$ cat config.mk
export PLATFORM = sky130hd
export DESIGN_NAME = button_debounce_autorepeat_unit
export DESIGN_NICKNAME = d
export VERILOG_FILES = /design/src/rtl/core/bda_pkg.sv /design/src/rtl/core/button_debounce_autorepeat_unit.sv /design/src/rtl/core/bda_button_lane.sv /design/src/rtl/core/bda_repeat_lane.sv /design/src/rtl/core/bda_emitter.sv
export VERILOG_INCLUDE_DIRS = /design/src /design/src/rtl/core
export SDC_FILE = /design/constraint.sdc
export NUM_CORES = 2
export LEC_CHECK = 0
export ABC_AREA = 1
export BUFFER_PORTS_ARGS = -buffer_cell sky130_fd_sc_hd__buf_2
export CORE_UTILIZATION = 40
export CTS_CLUSTER_DIAMETER = 30
export DETAILED_ROUTE_END_ITERATION = 7
export GPL_ROUTABILITY_DRIVEN = 1
export GPL_TIMING_DRIVEN = 0
export SETUP_SLACK_MARGIN = 0.02
export SKIP_CTS_REPAIR_TIMING = 1
export SYNTH_ARGS = -nofsm -noshare
export SYNTH_HDL_FRONTEND = slang
export SYNTH_SLANG_ARGS = --single-unit
export TNS_END_PERCENT = 1
$ cat constraint.sdc
create_clock -name clk -period 8.7 [get_ports clk]
set_input_delay 1.305 -clock clk [delete_from_list [all_inputs] [get_ports clk]]
set_output_delay 1.305 -clock clk [all_outputs]
set_load 0.005 [all_outputs]
$ cat src/rtl/core/button_debounce_autorepeat_unit_assert.svh
// ----------------------------------------------------------------------------
// Assertion macros for the button debounce and autorepeat block
// Clocked on clk, disabled while arst_n is low.
// ----------------------------------------------------------------------------
`ifndef BUTTON_DEBOUNCE_AUTOREPEAT_UNIT_ASSERT_SVH
`define BUTTON_DEBOUNCE_AUTOREPEAT_UNIT_ASSERT_SVH

// same-cycle implication
`define BDA_ASSERT_NOW(lbl, pre, post, msg) \
	lbl: assert property (@(posedge clk) disable iff (!arst_n) (pre) |-> (post)) \
		else $error(msg);

// next-cycle implication
`define BDA_ASSERT_NEXT(lbl, pre, post, msg) \
	lbl: assert property (@(posedge clk) disable iff (!arst_n) (pre) |=> (post)) \
		else $error(msg);

`endif

$ cat src/rtl/core/bda_pkg.sv
// ----------------------------------------------------------------------------
// bda_pkg
// Shared widths, register indexes, reset values and key code table.
// ----------------------------------------------------------------------------
package bda_pkg;

	localparam int BUTTONS_DEF   = 5;
	localparam int DIR_KEYS      = 4;
	localparam int DEBOUNCE_FULL = 10;
	localparam int SAMPLE_BITS   = 12;
	localparam int STEP_W        = 8;
	localparam int CNT_W         = 16;
	localparam int CODE_W        = 7;
	localparam int KEY_IDX_W     = 5;
	localparam int CFG_IDX_W     = 3;
	localparam int CFG_DATA_W    = 16;

	localparam logic [CFG_IDX_W-1:0] REG_STEP_UP         = 3'd0;
	localparam logic [CFG_IDX_W-1:0] REG_STEP_DOWN       = 3'd1;
	localparam logic [CFG_IDX_W-1:0] REG_UPPER_PRESS     = 3'd2;
	localparam logic [CFG_IDX_W-1:0] REG_UPPER_RELEASE   = 3'd3;
	localparam logic [CFG_IDX_W-1:0] REG_LOWER_PRESS     = 3'd4;
	localparam logic [CFG_IDX_W-1:0] REG_LOWER_RELEASE   = 3'd5;
	localparam logic [CFG_IDX_W-1:0] REG_REPEAT_DELAY    = 3'd6;
	localparam logic [CFG_IDX_W-1:0] REG_REPEAT_INTERVAL = 3'd7;

	localparam logic [STEP_W-1:0]      RST_STEP_UP         = 8'd1;
	localparam logic [STEP_W-1:0]      RST_STEP_DOWN       = 8'd1;
	localparam logic [SAMPLE_BITS-1:0] RST_UPPER_PRESS     = 12'd3595;
	localparam logic [SAMPLE_BITS-1:0] RST_UPPER_RELEASE   = 12'd3095;
	localparam logic [SAMPLE_BITS-1:0] RST_LOWER_PRESS     = 12'd500;
	localparam logic [SAMPLE_BITS-1:0] RST_LOWER_RELEASE   = 12'd1000;
	localparam logic [CNT_W-1:0]       RST_REPEAT_DELAY    = 16'd100;
	localparam logic [CNT_W-1:0]       RST_REPEAT_INTERVAL = 16'd10;

	localparam int NCODES = 9;
	localparam logic [CODE_W-1:0] KEY_CODES [NCODES] = '{
		7'h31, 7'h32, 7'h41, 7'h42, 7'h53, 7'h52, 7'h4C, 7'h55, 7'h44
	};

	typedef struct packed {
		logic [STEP_W-1:0]      step_up;
		logic [STEP_W-1:0]      step_down;
		logic [SAMPLE_BITS-1:0] upper_press;
		logic [SAMPLE_BITS-1:0] upper_release;
		logic [SAMPLE_BITS-1:0] lower_press;
		logic [SAMPLE_BITS-1:0] lower_release;
		logic [CNT_W-1:0]       repeat_delay;
		logic [CNT_W-1:0]       repeat_interval;
	} cfg_t;

	// keys without an entry in the table report code zero
	function automatic logic [CODE_W-1:0] key_code_f(input logic [KEY_IDX_W-1:0] idx);
		logic [CODE_W-1:0] code;
		code = '0;
		for (int i = 0; i < NCODES; i++) begin
			if (idx == KEY_IDX_W'(i))
				code = KEY_CODES[i];
		end
		return code;
	endfunction

endpackage

$ cat src/rtl/core/button_debounce_autorepeat_unit.sv
// ----------------------------------------------------------------------------
// button_debounce_autorepeat_unit
// Button debouncer with joystick direction keys and key autorepeat.
// ----------------------------------------------------------------------------
// Tick channel (tick_valid/tick_stall) carries raw_buttons, joystick_x and
// joystick_y once per tick. Key channel (key_valid/key_stall) returns one
// key press per transaction: key_code, last on the final press of the tick,
// and held_keys, the debounced state after that tick. A tick with no presses
// returns nothing. Configuration writes come over cfg_valid/cfg_ready with
// cfg_index and cfg_data, always ready; the user must make them only while
// the block is idle (unenforced). The first key of a tick passes deb_s1,
// pend_q and key_code; the rest follow one per cycle while key_stall is low.
// Ticks are taken every cycle while the emitter has room; a tick with n
// presses (at most 9 with default sizes) holds the single key output register
// for n transactions, setting the tick rate. Reset clears integrators,
// debounced state, hold and repeat counters, and loads the register
// defaults. A stalled key output holds its value and stalls ticks in turn.
// ----------------------------------------------------------------------------
module button_debounce_autorepeat_unit import bda_pkg::*; #(
	parameter int BUTTONS = BUTTONS_DEF
) (
	input  logic                   clk,
	input  logic                   arst_n,
	input  logic                   tick_valid,
	output logic                   tick_stall,
	input  logic [BUTTONS-1:0]     raw_buttons,
	input  logic [SAMPLE_BITS-1:0] joystick_x,
	input  logic [SAMPLE_BITS-1:0] joystick_y,
	output logic                   key_valid,
	input  logic                   key_stall,
	output logic [CODE_W-1:0]      key_code,
	output logic                   last,
	output logic [BUTTONS+DIR_KEYS-1:0] held_keys,
	input  logic                   cfg_valid,
	output logic                   cfg_ready,
	input  logic [CFG_IDX_W-1:0]   cfg_index,
	input  logic [CFG_DATA_W-1:0]  cfg_data
);

	localparam int KEYS  = BUTTONS + DIR_KEYS;
	localparam int RIGHT = BUTTONS;
	localparam int LEFT  = BUTTONS + 1;
	localparam int UP    = BUTTONS + 2;
	localparam int DOWN  = BUTTONS + 3;

	cfg_t            cfg_q;
	logic [KEYS-1:0] deb_q, deb_d;
	logic [KEYS-1:0] deb_s1, old_s1;
	logic            s1_valid_q;
	logic            s1_adv;
	logic            e_ready;
	logic            tick_fire;
	logic [BUTTONS-1:0] btn_set, btn_clr;
	logic [KEYS-1:0] rep_press;
	logic [KEYS-1:0] presses;

	// configuration registers
	assign cfg_ready = 1'b1;

	always_ff @(posedge clk or negedge arst_n) begin
		if (!arst_n) begin
			cfg_q.step_up         <= RST_STEP_UP;
			cfg_q.step_down       <= RST_STEP_DOWN;
			cfg_q.upper_press     <= RST_UPPER_PRESS;
			cfg_q.upper_release   <= RST_UPPER_RELEASE;
			cfg_q.lower_press     <= RST_LOWER_PRESS;
			cfg_q.lower_release   <= RST_LOWER_RELEASE;
			cfg_q.repeat_delay    <= RST_REPEAT_DELAY;
			cfg_q.repeat_interval <= RST_REPEAT_INTERVAL;
		end else if (cfg_valid && cfg_ready) begin
			case (cfg_index)
				REG_STEP_UP:         cfg_q.step_up         <= cfg_data[STEP_W-1:0];
				REG_STEP_DOWN:       cfg_q.step_down       <= cfg_data[STEP_W-1:0];
				REG_UPPER_PRESS:     cfg_q.upper_press     <= cfg_data[SAMPLE_BITS-1:0];
				REG_UPPER_RELEASE:   cfg_q.upper_release   <= cfg_data[SAMPLE_BITS-1:0];
				REG_LOWER_PRESS:     cfg_q.lower_press     <= cfg_data[SAMPLE_BITS-1:0];
				REG_LOWER_RELEASE:   cfg_q.lower_release   <= cfg_data[SAMPLE_BITS-1:0];
				REG_REPEAT_DELAY:    cfg_q.repeat_delay    <= cfg_data[CNT_W-1:0];
				REG_REPEAT_INTERVAL: cfg_q.repeat_interval <= cfg_data[CNT_W-1:0];
				default: ;
			endcase
		end
	end

	// stage 0: debounce lanes and joystick thresholds
	assign tick_stall = s1_valid_q && !e_ready;
	assign tick_fire  = tick_valid && !tick_stall;
	assign s1_adv     = s1_valid_q && e_ready;

	for (genvar b = 0; b < BUTTONS; b++) begin : g_btn
		bda_button_lane u_lane (
			.clk    (clk),
			.arst_n (arst_n),
			.en     (tick_fire),
			.raw    (raw_buttons[b]),
			.cfg    (cfg_q),
			.set    (btn_set[b]),
			.clr    (btn_clr[b])
		);
	end

	always_comb begin
		deb_d = deb_q;
		for (int b = 0; b < BUTTONS; b++) begin
			if (btn_set[b])
				deb_d[b] = 1'b1;
			else if (btn_clr[b])
				deb_d[b] = 1'b0;
		end
		// set check first, so overlapping thresholds leave the key cleared
		if (joystick_x > cfg_q.upper_press)   deb_d[RIGHT] = 1'b1;
		if (joystick_x < cfg_q.upper_release) deb_d[RIGHT] = 1'b0;
		if (joystick_x < cfg_q.lower_press)   deb_d[LEFT]  = 1'b1;
		if (joystick_x > cfg_q.lower_release) deb_d[LEFT]  = 1'b0;
		if (joystick_y > cfg_q.upper_press)   deb_d[UP]    = 1'b1;
		if (joystick_y < cfg_q.upper_release) deb_d[UP]    = 1'b0;
		if (joystick_y < cfg_q.lower_press)   deb_d[DOWN]  = 1'b1;
		if (joystick_y > cfg_q.lower_release) deb_d[DOWN]  = 1'b0;
	end

	always_ff @(posedge clk or negedge arst_n) begin
		if (!arst_n) begin
			deb_q      <= '0;
			s1_valid_q <= 1'b0;
		end else begin
			if (tick_fire) begin
				deb_q      <= deb_d;
				s1_valid_q <= 1'b1;
			end else if (s1_adv) begin
				s1_valid_q <= 1'b0;
			end
		end
	end

	always_ff @(posedge clk) begin
		if (tick_fire) begin
			deb_s1 <= deb_d;
			old_s1 <= deb_q;
		end
	end

	// stage 1: autorepeat lanes, merged with edge presses
	for (genvar k = 0; k < KEYS; k++) begin : g_key
		bda_repeat_lane u_lane (
			.clk    (clk),
			.arst_n (arst_n),
			.en     (s1_adv),
			.held   (deb_s1[k]),
			.cfg    (cfg_q),
			.press  (rep_press[k])
		);
	end

	assign presses = (deb_s1 & ~old_s1) | rep_press;

	bda_emitter #(
		.KEYS (KEYS)
	) u_emit (
		.clk        (clk),
		.arst_n     (arst_n),
		.load_valid (s1_valid_q),
		.load_ready (e_ready),
		.presses    (presses),
		.held       (deb_s1),
		.key_valid  (key_valid),
		.key_stall  (key_stall),
		.key_code   (key_code),
		.last       (last),
		.held_keys  (held_keys)
	);

	`include "button_debounce_autorepeat_unit_assert.svh"

	`BDA_ASSERT_NOW(a_stall_cause, tick_stall, s1_valid_q && !e_ready && (key_valid || !e_ready), "tick stalled without a waiting tick")
	`BDA_ASSERT_NEXT(a_s1_hold, s1_valid_q && !e_ready, s1_valid_q && $stable(deb_s1), "waiting tick lost")
	`BDA_ASSERT_NEXT(a_state_follow, tick_fire, deb_s1 == deb_q, "debounced state and stage copy differ")

endmodule

$ cat src/rtl/core/bda_button_lane.sv
// ----------------------------------------------------------------------------
// bda_button_lane
// Saturating integrator for one raw button; flags set and clear of its bit.
// ----------------------------------------------------------------------------
module bda_button_lane import bda_pkg::*; (
	input  logic clk,
	input  logic arst_n,
	input  logic en,
	input  logic raw,
	input  cfg_t cfg,
	output logic set,
	output logic clr
);

	logic [STEP_W-1:0] integ_q;
	logic [STEP_W-1:0] integ_d;
	logic [STEP_W:0]   sum;

	assign sum = {1'b0, integ_q} + {1'b0, cfg.step_up};

	always_comb begin
		set     = 1'b0;
		clr     = 1'b0;
		integ_d = integ_q;
		if (raw) begin
			if (sum >= (STEP_W+1)'(DEBOUNCE_FULL)) begin
				integ_d = STEP_W'(DEBOUNCE_FULL);
				set     = 1'b1;
			end else begin
				integ_d = sum[STEP_W-1:0];
			end
		end else if (integ_q <= cfg.step_down) begin
			integ_d = '0;
			clr     = 1'b1;
		end else begin
			integ_d = integ_q - cfg.step_down;
		end
	end

	always_ff @(posedge clk or negedge arst_n) begin
		if (!arst_n)
			integ_q <= '0;
		else if (en)
			integ_q <= integ_d;
	end

endmodule

$ cat src/rtl/core/bda_repeat_lane.sv
// ----------------------------------------------------------------------------
// bda_repeat_lane
// Hold and repeat-phase counters of one key; flags autorepeat presses.
// ----------------------------------------------------------------------------
module bda_repeat_lane import bda_pkg::*; (
	input  logic clk,
	input  logic arst_n,
	input  logic en,
	input  logic held,
	input  cfg_t cfg,
	output logic press
);

	logic [CNT_W-1:0] hold_q, hold_d, hold_inc;
	logic [CNT_W-1:0] phase_q, phase_d, phase_inc;

	assign hold_inc  = hold_q + 1'b1;
	assign phase_inc = phase_q + 1'b1;

	always_comb begin
		hold_d  = hold_q;
		phase_d = phase_q;
		press   = 1'b0;
		if (!held) begin
			hold_d  = '0;
			phase_d = '0;
		end else if (hold_q < cfg.repeat_delay) begin
			hold_d = hold_inc;
			if (hold_inc == cfg.repeat_delay) begin
				phase_d = '0;
				press   = 1'b1;
			end
		end else if (phase_inc >= cfg.repeat_interval) begin
			phase_d = '0;
			press   = 1'b1;
		end else begin
			phase_d = phase_inc;
		end
	end

	always_ff @(posedge clk or negedge arst_n) begin
		if (!arst_n) begin
			hold_q  <= '0;
			phase_q <= '0;
		end else if (en) begin
			hold_q  <= hold_d;
			phase_q <= phase_d;
		end
	end

endmodule

$ cat src/rtl/core/bda_emitter.sv
// ----------------------------------------------------------------------------
// bda_emitter
// Merges the lane presses of a tick and sends one key code per transaction.
// ----------------------------------------------------------------------------
module bda_emitter import bda_pkg::*; #(
	parameter int KEYS = BUTTONS_DEF + DIR_KEYS
) (
	input  logic              clk,
	input  logic              arst_n,
	input  logic              load_valid,
	output logic              load_ready,
	input  logic [KEYS-1:0]   presses,
	input  logic [KEYS-1:0]   held,
	output logic              key_valid,
	input  logic              key_stall,
	output logic [CODE_W-1:0] key_code,
	output logic              last,
	output logic [KEYS-1:0]   held_keys
);

	localparam int IDX_W = $clog2(KEYS);

	logic [KEYS-1:0]   pend_q;
	logic [KEYS-1:0]   held_pend_q;
	logic [KEYS-1:0]   rest;
	logic [IDX_W-1:0]  pick_idx;
	logic              out_free;
	logic              out_load;
	logic              load;

	assign rest     = pend_q & (pend_q - 1'b1);
	assign out_free = !key_valid || !key_stall;
	assign out_load = out_free && (pend_q != '0);
	// take a new mask once the current one is empty or leaves with this transaction
	assign load_ready = (pend_q == '0) || (out_free && (rest == '0));
	assign load       = load_valid && load_ready;

	always_comb begin
		pick_idx = '0;
		for (int i = KEYS - 1; i >= 0; i--) begin
			if (pend_q[i])
				pick_idx = IDX_W'(i);
		end
	end

	always_ff @(posedge clk or negedge arst_n) begin
		if (!arst_n) begin
			pend_q    <= '0;
			key_valid <= 1'b0;
		end else begin
			if (load)
				pend_q <= presses;
			else if (out_load)
				pend_q <= rest;
			if (out_load)
				key_valid <= 1'b1;
			else if (out_free)
				key_valid <= 1'b0;
		end
	end

	always_ff @(posedge clk) begin
		if (load)
			held_pend_q <= held;
		if (out_load) begin
			key_code  <= key_code_f(KEY_IDX_W'(pick_idx));
			last      <= (rest == '0);
			held_keys <= held_pend_q;
		end
	end

	`include "button_debounce_autorepeat_unit_assert.svh"

	`BDA_ASSERT_NOW(a_more_pending, key_valid && !last, pend_q != '0, "non-last key without pending presses")
	`BDA_ASSERT_NOW(a_no_drop, load && (pend_q != '0), out_free && (rest == '0), "pending presses overwritten")
	`BDA_ASSERT_NEXT(a_tick_burst, key_valid && !key_stall && !last, key_valid && (held_keys == $past(held_keys)), "tick results split")

endmodule
==> impl_metrics.ini <==
[routing]
drc = 0
drtIter0Drc = 3063
viasPerCell = 5.34
wl_per_cell_microns = 18.3
dr.pass1.iters = 6
via_count = 37609
drtAntennaViolNets = 0
routed_wl_microns = 129000

[clock_network]
cts.sinks = 488
cts_buffers = 138
path_clk_slew_ns = 0.05
clock_path_buffers = 3
tritoncts = yes
clk-insertion-delay-late_ns = 0.74
clockRootBuffer = clkbuf_16
cts_max_level = 4

[pwr]
total_power_mw = 13.4
p_seq_share_pct = 25.5
p_leak_nw = 23.3
p_switching_mw = 5.29
switching_share_pct = 39.4
pwr-share-clk_pct = 38.8
power_frac_comb_pct = 35.7
p_per_area_mw_per_mm2 = 290
ir_worst_vdd_mv = 0.221
p_int_mw = 8.15

[finish]
syn2layout_area_growth_pct = 17.4
final_nets = 6194
drive_gt1_share_pct = 8.24
diodes = 0
final_cells = 7044
finalInstanceArea_sq_mm = 0.0463

[global_routing]
grt_overflow = 0
grt_start_max_net_pins = 108
grt_pass1_vias = 35434
antenna_found_initial = 5
grt_util_all_layers_pct = 26.0
grt_pass1_wl_microns = 200000

[timing]
rsz0062_at_grt = no
timing.final.crit_share_pct = 57.8
maxSlewHeadroom_pct = 1.17
fin_skew_ns = 0.0369
worst_slack_ns = 3.67
fmax_mhz = 199
tightest_slew_ns = 1.48
slew_violations = 0
fin_crit_ns = 5.03
final-hold-violation-count = 0
setup-violations-final = 0

[worst_hold_path]
hold_class = flip-flop to flip-flop
hold_start = u_emit.held_pend_q[5]$_DFFE_PP_
min_to = u_emit.held_keys[5]$_DFFE_PP_
whs_path_depth = 0

[setup_path]
cp_cell_sequence = clkbuf_1 -> inv_1 -> clkbuf_2 -> ha_1 -> nand2_1 -> inv_1 -> nand3_1 -> inv_1 -> a21oi_1 -> nand2_1 -> nand2_1 -> inv_1 -> nor2_1 -> buf_2 -> o22ai_1
critical_path.endpoint_type = flip-flop
cp_data_required_time_ns = 9.28
arrival_ns = 5.61
worst-path-buf-inv = 7
crit_fanout = 18
reg2reg_depth = 15
worst-setup-path-type = flip-flop to flip-flop
cp_slowest_cell = clkbuf_1
startpoint_type = flip-flop
crit_family = buffers and inverters
r2r-start = cfg_q[30]$_DFFE_PN0P_
r2r-end = g_key[8].u_lane.hold_q[8]$_DFFE_PN0P_
slowest_delay_ns = 1.07
rrSetupSlack_ns = 3.67
path_common_cell = inv_1

[die]
die_h_microns = 316
rows = 114
die_area_sq_mm = 0.0999
die_w_microns = 316
io_pins = 73
coreArea_sq_mm = 0.0971
initial_utilization_pct = 40.6

[place]
portBuffers = 71
pre_cts_slack_ns = 3.72
dp_hpwl_microns = 91300
place.gp.congestion = 0.904
place_area_sq_mm = 0.0415
dp.cells = 6789

[yosys]
synth_fp_nets = 5979
syn_inst = 5438
ys.flop_type = dfrtp_1
yosysTopAreaCell = dfrtp_1
ys_ff_latch = 488
yosys-top-cells-count = nand2_1 (1550), inv_1 (593), ha_1 (478)
synthDistinctLibCells = 54
synthesis.area_sq_mm = 0.0395
yosysTopAreaCellShare_pct = 26.2
syn_avg_cell_area_sq_um = 7.26
synth_area_leaders = dfrtp_1 (26%), ha_1 (15%), nand2_1 (15%), nand3_1 (5.9%), inv_1 (5.6%)
yosysMostFrequentCell = nand2_1
yosysSeqAreaShare_pct = 31.6
synth_edf_count = 44
async_flop_share_pct = 91.0
yosys_warnings = 0

[status]
status = complete, no violations

[job]
max_cap_violations = 0
[registers in the layout, summed over array words and instances, names as in the netlist]
name / flops
s1_valid_q: 1
g_key.u_lane.hold_q: 144
old_s1: 9
u_emit.held_pend_q: 9
u_emit.pend_q: 9
g_btn.u_lane.integ_q: 40
u_emit.key_valid: 1
cfg_q: 96
u_emit.held_keys: 9
deb_q: 9
u_emit.last: 1
g_key.u_lane.phase_q: 144
u_emit.key_code: 7
deb_s1: 9
[layout by cell type, fill, tap and decap left out, types with 10 or more instances in the layout]
master	instances
nand3_1	469
nand3b_1	20
nor3b_1	14
buf_2	112
fa_1	10
dfrtp_1	413
dfstp_2	31
bufinv_16	15
inv_1	593
clkbuf_8	20
o21bai_1	17
o21a_1	10
a31oi_1	11
nand4_1	86
xnor3_1	14
xnor2_1	38
nor2_2	10
xor2_1	144
nor4_1	27
or2_2	22
clkinv_2	23
nand2_2	17
o21ai_0	304
o211ai_1	23
edfxtp_1	44
nand2_1	1550
o21ai_1	11
a21oi_1	278
ha_1	478
o31ai_1	14
clkbuf_1	69
nor2_1	441
buf_6	15
nor3_1	111
clkbuf_16	142
o22ai_1	65
[logic make-up (layout without fill, tap and decap cells)]
| kind of cell | after synthesis | after routing | synth area share [%] |
|---|---|---|---|
| compound gates | 763 | 763 | 10.6 |
| xor+xnor | 196 | 196 | 4.84 |
| fa+ha+maj | 488 | 488 | 15.7 |
| buf+inv | 719 | 1049 | 7.38 |
| flops | 488 | 488 | 31.6 |
| other cells | 1 | 1 | 0.00950 |
| simple gates | 2783 | 2783 | 29.9 |
[final cells by class]
class | instances | area [sq um]
Inverter | 607 | 2280
Sequential cell | 488 | 12500
Tap cell | 1276 | 1600
Buffer | 112 | 631
Timing Repair Buffer | 75 | 475
Multi-Input combinational cell | 4231 | 24100
Fill cell | 9547 | 50800
Clock inverter | 67 | 882
Clock buffer | 188 | 3930
[per-stage QoR]
stage	hold WS, ns	util [%]	setup TNS [ns]
after floorplan	0.400	-	0
after global placement	0.401	42.6	-1462.27
after detailed placement	0.405	42.8	0
after CTS	0.420	47.7	0
after global routing	0.431	47.7	0
final	0.420	47.7	0
[power by group through the flow]
stage | registers [mW] | logic, mW | clock network (mW)
6_report | 3.43 | 4.79 | 5.22
5_1_grt | 3.49 | 5.48 | 5.40
4_1_cts | 3.41 | 4.76 | 5.28
3_5_place_dp | 3.44 | 4.72 | 0
3_3_place_gp | 3.43 | 4.61 | 0
2_1_floorplan | 3.22 | 3.50 | 0
[worst max-delay path by stage]
stage	from	to	slack [ns]	cells past startpoint
2_1_floorplan	g_key[1].u_lane.phase_q[0]$_DFFE_PN0P_	g_key[1].u_lane.phase_q[10]$_DFFE_PN0P_	5.50	25
3_3_place_gp	arst_n	g_key[1].u_lane.phase_q[6]$_DFFE_PN0P_	-3.60	1
3_5_place_dp	cfg_q[30]$_DFFE_PN0P_	g_key[8].u_lane.hold_q[12]$_DFFE_PN0P_	3.72	15
4_1_cts	cfg_q[29]$_DFFE_PN0P_	g_key[8].u_lane.hold_q[8]$_DFFE_PN0P_	3.66	13
5_1_grt	cfg_q[30]$_DFFE_PN0P_	g_key[0].u_lane.phase_q[12]$_DFFE_PN0P_	3.63	15
6_report	cfg_q[30]$_DFFE_PN0P_	g_key[8].u_lane.hold_q[8]$_DFFE_PN0P_	3.67	15
[routing by layer]
layer / share of wire [%] / up-vias / track usage [%]
met1: 45 / 17542 / 34.8
met4: 3.2 / 4 / 9.46
met2: 45 / 1186 / 41.3
met3: 6.9 / 262 / 5.56
met5: 0.017 / - / 0
li1: - / 18615 / -
Power figures use the tool's default switching activity.
